<file path="src/rtl/core/assert_macros.svh">
// assertion macros of the core rtl, used by hvn_ctrl
`ifndef ASSERT_MACROS_SVH
`define ASSERT_MACROS_SVH

// property must hold at every clock edge out of reset
`define HVN_CHECK(lbl, clk, rst, prop, msg) \
  lbl: assert property (@(posedge clk) disable iff (rst) (prop)) else $error(msg);

// consequent must hold in the cycle after the antecedent
`define HVN_CHECK_NEXT(lbl, clk, rst, ante, cons, msg) \
  lbl: assert property (@(posedge clk) disable iff (rst) (ante) |=> (cons)) else $error(msg);

`endif

</file>
<file path="src/rtl/core/hvn_pkg.sv">
// types and constants of the heightmap vertex normal generator
`timescale 1ns / 1ps
package hvn_pkg;

  localparam int HEIGHT_W   = 8;
  localparam int COL_W      = 10;
  localparam int POS_W      = 11;
  localparam int Q15_W      = 16;
  localparam int UV_W       = 16;
  localparam int CFG_IDX_W  = 2;
  localparam int CFG_DATA_W = 11;
  localparam int DIV_STEPS  = 17;

  localparam logic [CFG_IDX_W-1:0] REG_WIDTH_COUNT  = 2'd0;
  localparam logic [CFG_IDX_W-1:0] REG_LENGTH_COUNT = 2'd1;

  localparam logic [CFG_DATA_W-1:0] CFG_RESET_COUNT = 11'd2;
  localparam logic [Q15_W-1:0]      Q15_ONE         = 16'h7FFF;
  localparam logic [Q15_W-1:0]      SEARCH_HI       = 16'h8000;
  localparam logic [UV_W-1:0]       UV_MAX          = 16'hFFFF;

  typedef enum logic [3:0] {
    ST_IDLE,
    ST_DIFF,
    ST_SQUARE,
    ST_DEN,
    ST_NINIT,
    ST_NTSQ,
    ST_NCMP,
    ST_DINIT,
    ST_DSTEP,
    ST_EMIT1,
    ST_EMIT2
  } state_t;

  typedef enum logic [1:0] {
    COMP_X,
    COMP_Y,
    COMP_Z
  } comp_t;

  typedef enum logic {
    DIV_U,
    DIV_V
  } div_sel_t;

  typedef struct packed {
    logic     capture;
    logic     diff;
    logic     square;
    logic     den;
    logic     n_init;
    logic     n_tsq;
    logic     n_cmp;
    logic     n_store;
    comp_t    comp;
    logic     d_init;
    logic     d_step;
    logic     d_last;
    div_sel_t d_sel;
    logic     second;
  } hvn_cmd_t;

  typedef struct packed {
    logic row0;
    logic edge_v;
    logic two;
    logic search_done;
  } hvn_sts_t;

endpackage

</file>
<file path="src/rtl/core/hvn_ctrl.sv">
// sequencing state machine of the vertex generator
`timescale 1ns / 1ps
`include "assert_macros.svh"
module hvn_ctrl (
  input  logic              clk,
  input  logic              rst,
  input  logic              in_valid,
  output logic              in_ready,
  output logic              out_valid,
  input  logic              out_ready,
  input  hvn_pkg::hvn_sts_t sts,
  output hvn_pkg::hvn_cmd_t cmd
);
  import hvn_pkg::*;

  state_t     state, state_next;
  comp_t      comp, comp_next;
  div_sel_t   dsel, dsel_next;
  logic [4:0] cnt, cnt_next;

  // state and loop counters
  always_ff @(posedge clk) begin
    if (rst) begin
      state <= ST_IDLE;
      comp  <= COMP_X;
      dsel  <= DIV_U;
      cnt   <= '0;
    end else begin
      state <= state_next;
      comp  <= comp_next;
      dsel  <= dsel_next;
      cnt   <= cnt_next;
    end
  end

  // next state and datapath commands
  always_comb begin
    state_next = state;
    comp_next  = comp;
    dsel_next  = dsel;
    cnt_next   = cnt;
    in_ready   = 1'b0;
    out_valid  = 1'b0;
    cmd        = '0;
    cmd.comp   = comp;
    cmd.d_sel  = dsel;
    case (state)
      ST_IDLE: begin
        in_ready = 1'b1;
        if (in_valid) begin
          cmd.capture = 1'b1;
          if (!sts.row0) state_next = ST_DIFF;
        end
      end
      ST_DIFF: begin
        cmd.diff  = 1'b1;
        dsel_next = DIV_U;
        if (sts.edge_v) state_next = ST_DINIT;
        else state_next = ST_SQUARE;
      end
      ST_SQUARE: begin
        cmd.square = 1'b1;
        state_next = ST_DEN;
      end
      ST_DEN: begin
        cmd.den    = 1'b1;
        comp_next  = COMP_X;
        state_next = ST_NINIT;
      end
      ST_NINIT: begin
        cmd.n_init = 1'b1;
        state_next = ST_NTSQ;
      end
      ST_NTSQ: begin
        if (sts.search_done) begin
          cmd.n_store = 1'b1;
          case (comp)
            COMP_X: begin
              comp_next  = COMP_Y;
              state_next = ST_NINIT;
            end
            COMP_Y: begin
              comp_next  = COMP_Z;
              state_next = ST_NINIT;
            end
            default: begin
              dsel_next  = DIV_U;
              state_next = ST_DINIT;
            end
          endcase
        end else begin
          cmd.n_tsq  = 1'b1;
          state_next = ST_NCMP;
        end
      end
      ST_NCMP: begin
        cmd.n_cmp  = 1'b1;
        state_next = ST_NTSQ;
      end
      ST_DINIT: begin
        cmd.d_init = 1'b1;
        cnt_next   = 5'(DIV_STEPS - 1);
        state_next = ST_DSTEP;
      end
      ST_DSTEP: begin
        cmd.d_step = 1'b1;
        if (cnt == '0) begin
          cmd.d_last = 1'b1;
          if (dsel == DIV_U) begin
            dsel_next  = DIV_V;
            state_next = ST_DINIT;
          end else begin
            state_next = ST_EMIT1;
          end
        end else begin
          cnt_next = cnt - 5'd1;
        end
      end
      ST_EMIT1: begin
        out_valid = 1'b1;
        if (out_ready) state_next = sts.two ? ST_EMIT2 : ST_IDLE;
      end
      ST_EMIT2: begin
        out_valid  = 1'b1;
        cmd.second = 1'b1;
        if (out_ready) state_next = ST_IDLE;
      end
      default: begin
        state_next = ST_IDLE;
      end
    endcase
  end

  // checks
  `HVN_CHECK(a_one_side, clk, rst, !(in_ready && out_valid), "input taken while result pending")
  `HVN_CHECK_NEXT(a_second_beat, clk, rst, state == ST_EMIT1 && out_ready && sts.two, state == ST_EMIT2, "last-row vertex lost")
  `HVN_CHECK_NEXT(a_row0_idle, clk, rst, cmd.capture && sts.row0, state == ST_IDLE, "first-row sample started work")

endmodule

</file>
<file path="config.mk">
export PLATFORM = sky130hd
export DESIGN_NAME = hvn_ctrl
export DESIGN_NICKNAME = d
export VERILOG_FILES = /design/src/rtl/core/hvn_pkg.sv /design/src/rtl/core/hvn_ctrl.sv
export VERILOG_INCLUDE_DIRS = /design/src /design/src/rtl/core
export SDC_FILE = /design/constraint.sdc
export NUM_CORES = 1
export LEC_CHECK = 0
export ABC_AREA = 1
export BUFFER_PORTS_ARGS = -buffer_cell sky130_fd_sc_hd__buf_2
export CORE_ASPECT_RATIO = 1.1
export CORE_UTILIZATION = 45
export DETAILED_ROUTE_END_ITERATION = 6
export GPL_ROUTABILITY_DRIVEN = 1
export PLACE_DENSITY_LB_ADDON = 0.3
export SETUP_SLACK_MARGIN = 0.05
export SLEW_MARGIN = 20
export SYNTH_ARGS = -nofsm -noshare
export SYNTH_HDL_FRONTEND = slang
export SYNTH_SLANG_ARGS = --single-unit
</file>
<file path="constraint.sdc">
create_clock -name clk -period 1.9 [get_ports clk]
set_clock_uncertainty 0.15 [all_clocks]
set_input_delay 0.19 -clock clk [delete_from_list [all_inputs] [get_ports clk]]
set_output_delay 0.19 -clock clk [all_outputs]
set_load 0.01 [all_outputs]
</file>
Word level (Yosys, flattened, before mapping). Cells that the tools add are included.

$add $sub $neg: 1. Equality and inequality tests: 20. Reduce and logical (&&, ||, !) cells: 13. Multiplexer cells: 37.

Operators by type and width (count): $pmux W4 S10 (1); $mux W4 (7); $mux W1 (19); $eq A4 B3 Y1 const B (4); $ne A2 B2 Y1 const B (8); $eq A4 B4 Y1 const B (3); $pmux W5 S2 (1); $eq A4 B2 Y1 const B (2); $mux W2 (4); $pmux W2 S2 (2); $reduce_or A2 Y1 (3); $logic_not A5 Y1 (1); $mux W5 (1); $reduce_and A5 Y1 (1); $sub A5 B1 Y5 const B (1); $eq A4 B1 Y1 const B (1); $logic_not A4 Y1 (1); $reduce_and A4 Y1 (1); $reduce_bool A2 Y1 (2); $mux W3 (1); $ne A3 B1 Y1 const B (1); $pmux W1 S3 (1); $reduce_and A3 Y1 (1); $reduce_bool A3 Y1 (1); 3 further kinds (3).

Input port bits: 8. Bits in registers: 12. Logic and storage cells: 75.

Longest topological paths before layout. Gate-level depths: netlist of the first run.

Word-level depth: 5. Mapped depth: 9.

Worst setup path after synthesis of the first run. OpenSTA, ideal clock, no wires.

Path kind: register to register. From: register state[1]. To: register cnt[0]. Data required time: 1.635 ns. Path buffers: 0. Setup time: 0.115 ns. Clock period less this slack: 1.358 ns. Arrival: 1.093 ns. Stages on the path, launching flop included: 8. Path slack: 0.542 ns. Cells stage by stage: dfxtp_1 nand2_1 nor2_4 inv_1 nand2_2 inv_2 a21oi_1 nor2_1.

Cells in the longest elaborated chain, start to end: 3. Elaborated cells on any way between the ends: 6. Those cells by class: 3 x eq/ne; 1 x mux; 2 x reduce/logical.

RTL lines: start: declaration (line hvn_ctrl.sv:16) `state_t state, state_next;`; start signal: assignment (line hvn_ctrl.sv:29) `state <= state_next;`; $eq A4 B4 Y1 / $eq A4 B3 Y1 (equally long branches) (line hvn_ctrl.sv:47) `case (state)`; $ne A2 B2 Y1 (no source line) / $reduce_bool A2 Y1 (equally long branches); $reduce_and A2 Y1 (no source line); end signal: assignment (line hvn_ctrl.sv:32) `cnt <= cnt_next;`; end: declaration (line hvn_ctrl.sv:19) `logic [4:0] cnt, cnt_next;`.

Parallel ways exist; a longest one is shown, timed or not. A chain may end at the register's enable or synchronous reset.

==> metrics.md, run 1 <==
| Metric | Value |
|---|---|
| Setup ws final | 197 ps |
| Crit-path leading delay family | simple AND/OR/NAND/NOR gates |
| Leakage power | about 0.00054 uW |
| First-pass GRT wire length | about 3.3 mm |
| Syn_area_per_cell | 5.98 sq um |
| Die W | 43.1 um |
| CP Data Required Time | 1560 ps |
| R2r endpoint | state[1]$_SDFFE_PP0P_ |
| Worst setup path category | flip-flop to primary output |
| Start point of the critical path | state[0]$_SDFFE_PP0P_ |
| Post-place setup slack | 424 ps |
| Global-route track usage on met3 | 0.0346 |
| Final Hold Viols | 0 |
| Fin crit period | roughly 1700 ps |
| Synth Area in Simple Gates | 0.448 |
| Cell Chain, Critical Path | inv_2 > nand2_4 > nor2_4 > nand4_1 > inv_1 > buf_2 |
| Num ports | 25 |
| Full die area | ~2000 sq um |
| Ranking of synthesized cells by area | dfxtp_1 29%, nand2_1 14%, nor2_1 12%, a21oi_1 8.4%, inv_1 7.2% |
| CP Launch Type | flip-flop |
| IO Port Bufs | 24 |
| M2 GR Usage | 0.382 |
| Placed insts | 178 |
| GRT busiest layer | met2 |
| Core Rows | 15 |
| Final wirelength | roughly 2.0 mm |
| Synth-to-layout area growth | 19.0% |
| RSZ-0062 raised after global routing | false |
| DRT antenna net count | 0 |
| Worst VDD drop | 0.000381 V |
| Avg Vias per Cell | 5.16 |
| Met1 usage | 0.268 |
| Cell internal pwr | between 400 and 500 uW |
| R2R Setup Slk | 360 ps |
| Post-synthesis sequential area ratio | 0.287 |
| Mux share of post-synthesis cell area | 0 |
| DRC | 0 |
| #FFs+latches synth | 12 |
| CTS tree | yes |
| Comb power frac | 0.221 |
| Post-CTS setup buffers | 0 |
| Hold WC Path Type | primary input to flip-flop |
| Largest family of logic cells by synthesized area | simple AND/OR/NAND/NOR gates |
| Via count | 940 |
| Worst Setup End Kind | primary output |
| Initial antenna violation count | 0 |
| CTS Hold Bufs | 0 |
| Post-CTS Resized | 0 |
| Post-layout util | 0.603 |
| WL/cell | 10.8 um |
| WP data arrival | 1360 ps |
| Area leader, netlist | dfxtp_1 |
| Post-Synth XOR/XNOR Area | 0 |
| H-tree depth | 1 |
| # clock sinks | 12 |
| Post-Synthesis Cell Area | between 800 and 900 sq um |
| GRT Util Overall | 0.215 |
| RR Startpoint | cnt[0]$_SDFFE_PP0P_ |
| Max-Cap Viols | 0 |
| Worst-skew pair later-pin latency | 270 ps |
| Highest clock rate | 0.587 GHz |
| CP Depth | 6 |
| DR pass1 iterations | 4 |
| Worst r2r path cells | 8 |
| GRT Residual Overflow | 0 |
| CP max-delay cell | dfxtp_1 |
| Least-Margin Pin Slew | 240 ps |
| CP bufs+invs | 3 |
| Synth unique cells | 21 |
| Hold Worst Slack | 51.6 ps |
| Deepest clock path buffer count | 2 |
| Root Buffer Master | clkbuf_4 |
| Post-Synth Adder-Cell Area | 0.0149 |
| Post-synthesis cell count | 140 |
| GP Congestion | a little over 0.8 |
| Syn Nets | 149 |
| Switching Share | 0.303 |
| Synth warn | 0 |
| Final setup TNS | 0 ps |
| Max-slew violation count | 0 |
| Initial Utilization | 0.507 |
| Layout cells sized above 1 | 0.273 |
| Largest net degree at the start of global routing | 10 |
| Die height | approximately 47 um |
| Number of DRC markers in iteration 0 | 19 |
| Tcrit/Tclk final | 0.896 |
| Share of the synthesized area in the top cell type | 0.287 |
| Switching power of the nets | around 180 uW |
| Outcome | completed |
| Part of the power in registers | 0.443 |
| DP Wirelength | 1.56 mm |
| Synth Area in Compound Gates | 0.133 |
| Hold path cells | 2 |
| Largest fanout on the critical path | 6 |
| Final nets | 175 |
| Number of global-route vias before repair | 808 |
| Min-delay src | rst |
| Final setup vio count | 0 |
| CTS buffer count | 3 |
| Clock Pin Slew Worst Setup and Hold Paths | 80 ps |
| Worst Hold End | state[0]$_SDFFE_PP0P_ |
| Slew HR | 0.839 |
| Final std cells w/o fill | 182 |
| CP max stage delay | ~360 ps |
| Power per cell area | between 600 and 700 nW/um^2 |
| Core area | 1650 sq um |
| Clk pwr share | 0.336 |
| Inserted Diodes | 0 |
## placed cells by master, fill, tap and decap left out, drive strengths merged
| cell type | n |
|---|---|
| nor3 | 4 |
| nor3b | 1 |
| dfxtp | 12 |
| nand4 | 1 |
| o21ai | 6 |
| ha | 1 |
| nand2 | 39 |
| nand3 | 7 |
| a211oi | 1 |
| inv | 21 |
| clkbuf | 4 |
| buf | 24 |
| nor2 | 30 |
| a21oi | 14 |
## worst max path at each step
| stage | to | slack, ps |
|---|---|---|
| floorplan | cnt[0]$_SDFFE_PP0P_ | 540 |
| global placement | state[1]$_SDFFE_PP0P_ | 420 |
| detailed placement | state[1]$_SDFFE_PP0P_ | 420 |
| CTS | cmd[2] | 200 |
| global route | cmd[2] | 130 |
| finish | cmd[2] | 200 |
## per-layer routing
layer  routed length, um  vias up
met1                 937      414
li1                    -      485
met2                 873       37
met3                 132        4
met4                  22        0
met5                   0        -
## cell type report
class | instances | area, sq um
clock buffer | 4 | 36.3
fill | 168 | 656
inverter | 21 | 78.8
multi-input combinational | 104 | 499
sequential | 12 | 240
tap | 17 | 21.3
timing repair buffer | 24 | 120
## per-stage QoR
step / power (uW) / area, sq um
after floorplan: 367 / 837
after global placement: 404 / 960
after detailed placement: 406 / 960
after CTS: 606 / 996
after global routing: 637 / 996
final: 606 / 996
## cells in the mapped netlist
cell and instances:
nand2_4 1, o21ai_2 1, nor3b_1 1, o21ai_1 3
nand2_1 32, nand3_1 7, buf_1 1, a21oi_1 14
nand2_2 6, o21ai_0 2, nor2_1 26, inv_2 5
nor2_2 1, inv_1 16, ha_1 1, nor3_1 4
nor2_4 3, buf_4 2, nand4_1 1, dfxtp_1 12
a211oi_1 1
## cell families after synthesis
family,Yosys count
flops,12
buf+inv,24
compound gates,21
fa+ha+maj,1
simple gates,82
## power groups by stage
stage	clock [uW]	sequential, uW	combinational (uW)
2_1_floorplan	0	273	93.7
3_3_place_gp	0	274	131
3_5_place_dp	0	274	131
4_1_cts	204	268	134
5_1_grt	216	270	151
6_report	204	269	134
## registers in the layout, summed over array words and instances, names as in the netlist
name / cells
cnt: 5
comp: 2
dsel: 1
state: 4
No activity file was read; power rests on OpenSTA's default activity.
==> inputs of run 2 (changes only) <==
--- a/config.mk
+++ b/config.mk
@@ -9,10 +9,12 @@
 export ABC_AREA = 1
 export BUFFER_PORTS_ARGS = -buffer_cell sky130_fd_sc_hd__buf_2
 export CORE_ASPECT_RATIO = 1.1
-export CORE_UTILIZATION = 45
+export CORE_UTILIZATION = 25
+export CTS_CLUSTER_SIZE = 10
 export DETAILED_ROUTE_END_ITERATION = 6
 export GPL_ROUTABILITY_DRIVEN = 1
 export PLACE_DENSITY_LB_ADDON = 0.3
+export RECOVER_POWER = 25
 export SETUP_SLACK_MARGIN = 0.05
 export SLEW_MARGIN = 20
 export SYNTH_ARGS = -nofsm -noshare
==> metrics.md, run 2 (synthesis results as in run 1) <==
| Metric | Value |
|---|---|
| GRT Residual Overflow | 0 |
| Hold path cells | 2 |
| Top routing layer in use | met4 |
| Final wirelength | 2.08 mm |
| Final instance area | ~1000 sq um |
| DP Wirelength | 1.68 mm |
| CP max stage delay | around 360 ps |
| Tcrit/Tclk final | 0.896 |
| Switching power of the nets | 198 uW |
| Avg Vias per Cell | 4.57 |
| Met3 WL | 115 um |
| Largest net degree at the start of global routing | 10 |
| Number of global-route vias before repair | about 800 |
| Fin crit period | about 1700 ps |
| CP bufs+invs | 3 |
| Max-slew violation count | 0 |
| Worst r2r path cells | 8 |
| # clock sinks | 12 |
| Max-Cap Viols | 0 |
| Switching Share | 0.319 |
| Final std cells w/o fill | 199 |
| Area of the multi-input gates | 494 sq um |
| Layout cells sized above 1 | 0.248 |
| Register area | 241 sq um |
| Worst Setup End Kind | primary output |
| Most frequent cells in the layout | 34 x nand2_1, 26 x nor2_1, 21 x buf_2 |
| Leakage power | 0.000525 uW |
| Largest register by flop count | cnt |
| First-pass GRT wire length | 3.50 mm |
| WL/cell | between 10 and 15 um |
| DR pass1 iterations | 6 |
| R2R Setup Slk | roughly 340 ps |
| Cell internal pwr | 423 uW |
| Num ports | 25 |
| IO Port Bufs | 24 |
| CP Data Required Time | between 1500 and 2000 ps |
| Regs by FF count | cnt x5, state x4, comp x2 |
| GP Congestion | 0.921 |
| Via count | 910 |
| GRT Util Overall | 0.128 |
| Fillers | about 360 |
| Slew HR | 0.841 |
| Highest clock rate | 0.588 GHz |
| Cell Chain, Critical Path | inv_2 > nand2_4 > nor2_4 > nand4_1 > inv_1 > buf_2 |
| WP data arrival | roughly 1400 ps |
| Die W | 57.2 um |
| RSZ-0062 raised after global routing | false |
| DRC | 4 |
| Final setup TNS | 0 ps |
| Number of DRC markers in iteration 0 | 43 |
| Core Rows | 21 |
| Worst VDD drop | between 0.0002 and 0.0003 V |
| CTS tree | yes |
| Deepest clock path buffer count | 2 |
| Outcome | finished with violations |
| Final setup vio count | 0 |
| Final nets | roughly 180 |
| Synth-to-layout area growth | 20.6% |
| Hold WC Path Type | primary input to flip-flop |
| Power per cell area | between 600 and 700 nW/um^2 |
| Min-delay src | rst |
| Largest fanout on the critical path | 6 |
| Least-Margin Pin Slew | between 200 and 250 ps |
| Post-DP Area | 981 sq um |
| Inserted Diodes | 0 |
| Met1 WL | 963 um |
| CP max-delay cell | dfxtp_1 |
| Failing checks | design-rule violations |
| Crit-path leading delay family | simple AND/OR/NAND/NOR gates |
| Part of the power in registers | 0.431 |
| CTS Hold Bufs | 0 |
| R2r endpoint | cnt[3]$_SDFFE_PP0P_ |
| Comb power frac | 0.215 |
| Placed insts | 195 |
| Initial Utilization | 0.268 |
| Root Buffer Master | clkbuf_4 |
| Clock Pin Slew Worst Setup and Hold Paths | about 90 ps |
| H-tree depth | 1 |
| Max reg flops | 5 |
| CP Launch Type | flip-flop |
| Worst Hold End | state[3]$_SDFFE_PP0P_ |
| Met2 routed WL | 967 um |
| Worst setup path category | flip-flop to primary output |
| CTS buffer count | 3 |
| Final Hold Viols | 0 |
| Worst-skew pair later-pin latency | 290 ps |
| Die height | 62.7 um |
| Most common cell after layout, fill and taps aside | nand2_1 |
| Core area | 3130 sq um |
| Full die area | 3580 sq um |
| Initial antenna violation count | 0 |
| Clk pwr share | 0.354 |
| DRT antenna net count | 0 |
| Post-CTS setup buffers | 0 |
| RR Startpoint | cnt[0]$_SDFFE_PP0P_ |
==> run 2: cell count changes in the layout (fill, tap and decap cells not counted), sizes merged <==
cell	change
buf	-3
clkbuf	+3
==> run 2: stage by stage <==
step	total power, uW	hold WS [ps]	util	setup slack [ps]
after floorplan	367	234	-	542
after global placement	412	341	0.314	403
after detailed placement	409	346	0.314	427
after CTS	631	27.6	0.325	161
after global routing	660	41.6	0.323	74.2
final	620	28.3	0.323	198
==> run 2: timing repair <==
| item | 4_1_cts | 5_1_grt |
|---|---|---|
| endpoints found under the setup margin | 0 | 1 |
| endpoints found under the hold margin | 0 | 0 |
| gates resized for setup | 0 | 1 |
==> run 2: worst max path at each step <==
stage                           from  depth (start not counted)               endpoint
2_1_floorplan  state[1]$_SDFFE_PP0P_                          7    cnt[0]$_SDFFE_PP0P_
4_1_cts        state[3]$_SDFFE_PP0P_                          5                 cmd[2]
6_report       state[0]$_SDFFE_PP0P_                          6                 cmd[2]
3_3_place_gp     cnt[0]$_SDFFE_PP0P_                          8  state[1]$_SDFFE_PP0P_
3_5_place_dp     cnt[0]$_SDFFE_PP0P_                          8  state[1]$_SDFFE_PP0P_
5_1_grt        state[2]$_SDFFE_PP0P_                          6                 cmd[2]
==> run 2: cell type report <==
class | instances | area share
Timing Repair Buffer | 24 | 0.115
Clock buffer | 4 | 0.0359
Tap cell | 34 | 0.0421
Inverter | 21 | 0.0781
Multi-Input combinational cell | 104 | 0.489
Sequential cell | 12 | 0.239
==> run 2: metal layers <==
metal | global-route usage | vias to the layer above
met5 | 0 | -
met4 | 0.0366 | 0
met3 | 0.0476 | 4
met2 | 0.199 | 22
met1 | 0.163 | 392
li1 | - | 492
==> run 2: power by group through the flow <==
stage / Clock [uW] / Combinational [uW] / Sequential, uW
global placement: 0 / 138 / 274
global route: 238 / 153 / 269
floorplan: 0 / 93.7 / 273
finish: 220 / 133 / 268
CTS: 227 / 136 / 268
detailed placement: 0 / 135 / 274
==> inputs of run 3 (changes only) <==
--- a/config.mk
+++ b/config.mk
@@ -6,7 +6,6 @@
 export SDC_FILE = /design/constraint.sdc
 export NUM_CORES = 1
 export LEC_CHECK = 0
-export ABC_AREA = 1
 export BUFFER_PORTS_ARGS = -buffer_cell sky130_fd_sc_hd__buf_2
 export CORE_ASPECT_RATIO = 1.1
 export CORE_UTILIZATION = 25
==> metrics.md, run 3 <==
| Metric | Value |
|---|---|
| Synth unique cells | 40 |
| Switching power of the nets | ~220 uW |
| CP max-delay cell | or4b_4 |
| Highest clock rate | between 0.5 and 0.6 GHz |
| Fillers | 372 |
| Final setup vio count | 0 |
| R2R Setup Slk | around 85 ps |
| Die height | 64.2 um |
| Most frequent cells in the layout | 20 x buf_2, 10 x nor2_1, 9 x a21oi_1, 9 x dfxtp_1, 9 x buf_4 |
| Clock Pin Slew Worst Setup and Hold Paths | 70 ps |
| Start point of the critical path | cnt[1]$_SDFFE_PP0P_ |
| Ranking of synthesized cells by area | dfxtp_1 27%, nand2b_1 5.7%, a21oi_1 5.1%, nor2_1 4.3%, inv_1 3.8% |
| Part of the power in registers | 0.410 |
| GP Congestion | 0.784 |
| Syn Nets | 124 |
| CP bufs+invs | 1 |
| CTS tree | yes |
| Tcrit/Tclk final | 0.955 |
| Number of global-route vias before repair | between 800 and 900 |
| CP Data Required Time | 1940 ps |
| Synth-to-layout area growth | 32.7% |
| H-tree depth | 1 |
| Initial antenna violation count | 0 |
| Largest net degree at the start of global routing | 20 |
| DR pass1 iterations | 4 |
| RR Startpoint | cnt[1]$_SDFFE_PP0P_ |
| Final wirelength | 2.27 mm |
| Cell Chain, Critical Path | inv_2 > ha_4 > or4b_4 > a22oi_2 > o2111ai_2 > a21oi_1 |
| WP data arrival | between 1500 and 2000 ps |
| Hold path cells | 3 |
| Post-Synthesis Cell Area | approximately 880 sq um |
| Final setup TNS | 0 ps |
| Die W | 58.6 um |
| Number of synthesized flops with an enable pin | 0 |
| Slew HR | 0.697 |
| Synth cell count leaders | 12 x dfxtp_1, 10 x nor2_1, 9 x a21oi_1, 9 x inv_1, 8 x nand2b_1 |
| Most frequent cell after synthesis | dfxtp_1 |
| Power per cell area | 559 nW/um^2 |
| Num ports | 25 |
| Post-synthesis sequential area ratio | 0.273 |
| First-pass GRT wire length | 3.82 mm |
| Avg Vias per Cell | 4.96 |
| CP Depth | 6 |
| Max-slew violation count | 0 |
| CTS buffer count | 3 |
| # clock sinks | 12 |
| GRT Residual Overflow | 0 |
| Largest register by flop count | cnt |
| Worst Setup End Kind | flip-flop |
| Largest fanout on the critical path | 4 |
| Initial Utilization | 0.262 |
| #FFs+latches synth | 12 |
| Area leader, netlist | dfxtp_1 |
| Most common cell after layout, fill and taps aside | buf_2 |
| Worst Setup EP | state[0]$_SDFFE_PP0P_ |
| Post-place setup slack | approximately 8.3 ps |
| Worst-skew pair later-pin latency | 270 ps |
| Worst setup path category | flip-flop to flip-flop |
| Final nets | 153 |
| Worst r2r path cells | 6 |
| Syn_area_per_cell | 7.65 sq um |
| Layout cells sized above 1 | 0.359 |
| Least-Margin Pin Slew | 450 ps |
| Outcome | completed |
| DRT antenna net count | 0 |
| Post-synthesis cell count | between 100 and 150 |
| Max-Cap Viols | 0 |
| Setup ws final | 85.2 ps |
| GRT Util Overall | 0.131 |
| Root Buffer Master | clkbuf_4 |
| Cell internal pwr | 435 uW |
| CP max stage delay | 470 ps |
| Max reg flops | 5 |
| Comb power frac | 0.358 |
| Switching Share | 0.333 |
| Full die area | 3760 sq um |
| Crit-path leading delay family | compound AO/OA/AOI/OAI gates |
| Core area | 3360 sq um |
| CP Launch Type | flip-flop |
| Core Rows | 22 |
| CTS Hold Bufs | 0 |
| Share of the synthesized area in the top cell type | 0.273 |
| Inserted Diodes | 0 |
| Final Hold Viols | 0 |
| Ys async rst share | 0 |
| R2r endpoint | state[0]$_SDFFE_PP0P_ |
| IO Port Bufs | 24 |
| Regs by FF count | cnt x5, state x4, comp x2 |
| Leakage power | around 0.00049 uW |
| Post-synth top flop | dfxtp_1 |
| DRC | 0 |
| DP Wirelength | 1.64 mm |
| Number of DRC markers in iteration 0 | 44 |
| Synth warn | 0 |
| Deepest clock path buffer count | 2 |
| Clk pwr share | 0.232 |
| WL/cell | between 10 and 15 um |
| Fin crit period | 1810 ps |
| RSZ-0062 raised after global routing | true |
| Hold WC Path Type | primary input to flip-flop |
| Via count | 942 |
| Worst VDD drop | 0.000213 V |
run 3: cell count changes after synthesis, moves of 3 or more:
cell	delta
nand2_2	-6
a21oi_1	-5
nand2_1	-27
clkbuf_1	+5
nand2b_1	+8
inv_2	-5
or3_1	+3
inv_1	-7
nor2_4	-3
nor2_1	-16
a211o_1	+3
o21ai_0	+3
o21ai_1	-3
nand3_1	-4
run 3: layout make-up:
type / count / area [sq um] / share of cell area
timing repair buffer: 33 / 190 / 0.163
sequential: 12 / 244 / 0.209
inverter: 10 / 42.5 / 0.0364
multi-input combinational: 84 / 608 / 0.521
tap: 48 / 60.1 / 0.0514
clock buffer: 3 / 22.5 / 0.0193
run 3: worst register-to-register path, cell delays in order, from the launching register on:
cell and delay, ps:
dfxtp_2 330, inv_2 60, ha_4 140, or4b_4 470, a22oi_2 270, o2111ai_2 140, a21oi_1 190
run 3: worst min path at each step:
stage                                    start               endpoint  slack (ps)
final                                out_ready  state[1]$_SDFFE_PP0P_          50
after global placement    comp[0]$_SDFFE_PP0P_   comp[0]$_SDFFE_PP0P_         320
after CTS                            out_ready  state[1]$_SDFFE_PP0P_          50
after global routing                 out_ready  state[1]$_SDFFE_PP0P_          50
after floorplan                      out_ready  state[1]$_SDFFE_PP0P_         220
after detailed placement             out_ready  state[1]$_SDFFE_PP0P_         340
run 3: power by group through the flow:
stage          registers [uW]  clock network, uW  logic, uW
4_1_cts                   266                157        220
5_1_grt                   269                171        261
6_report                  268                151        233
2_1_floorplan             275                  0        154
3_5_place_dp              272                  0        218
3_3_place_gp              272                  0        217
run 3: cells by family after synthesis:
logic type	after synthesis	synth area share
compound gates	30	0.239
xor+xnor	1	0.00996
fa+ha+maj	1	0.0142
buf+inv	19	0.105
flops	12	0.273
mux	1	0.0114
simple gates	51	0.347
run 3: metrics by stage:
step	hold WS, ps	area (sq um)	total power (uW)	cells	utilization
finish	53.9	1170	652	190	0.348
global route	50.4	1170	701	190	0.348
CTS	48.7	1090	644	187	0.324
detailed placement	336	1050	490	184	0.314
global placement	322	1050	489	184	0.314
floorplan	222	880	429	115	-
run 3: what timing repair did:
item                       4_1_cts  5_1_grt
buffers inserted                 0        3
resized for setup                2       17
pin swaps                        0        7
setup endpoints to repair        4       11
run 3: metal layers:
layer | global-route usage | wire [um] | part of all wire
met5 | 0 | 0 | 0
met4 | 0.0357 | 18 | 0.0079
met3 | 0.0405 | 112 | 0.049
met2 | 0.228 | 1200 | 0.53
met1 | 0.153 | 939 | 0.41
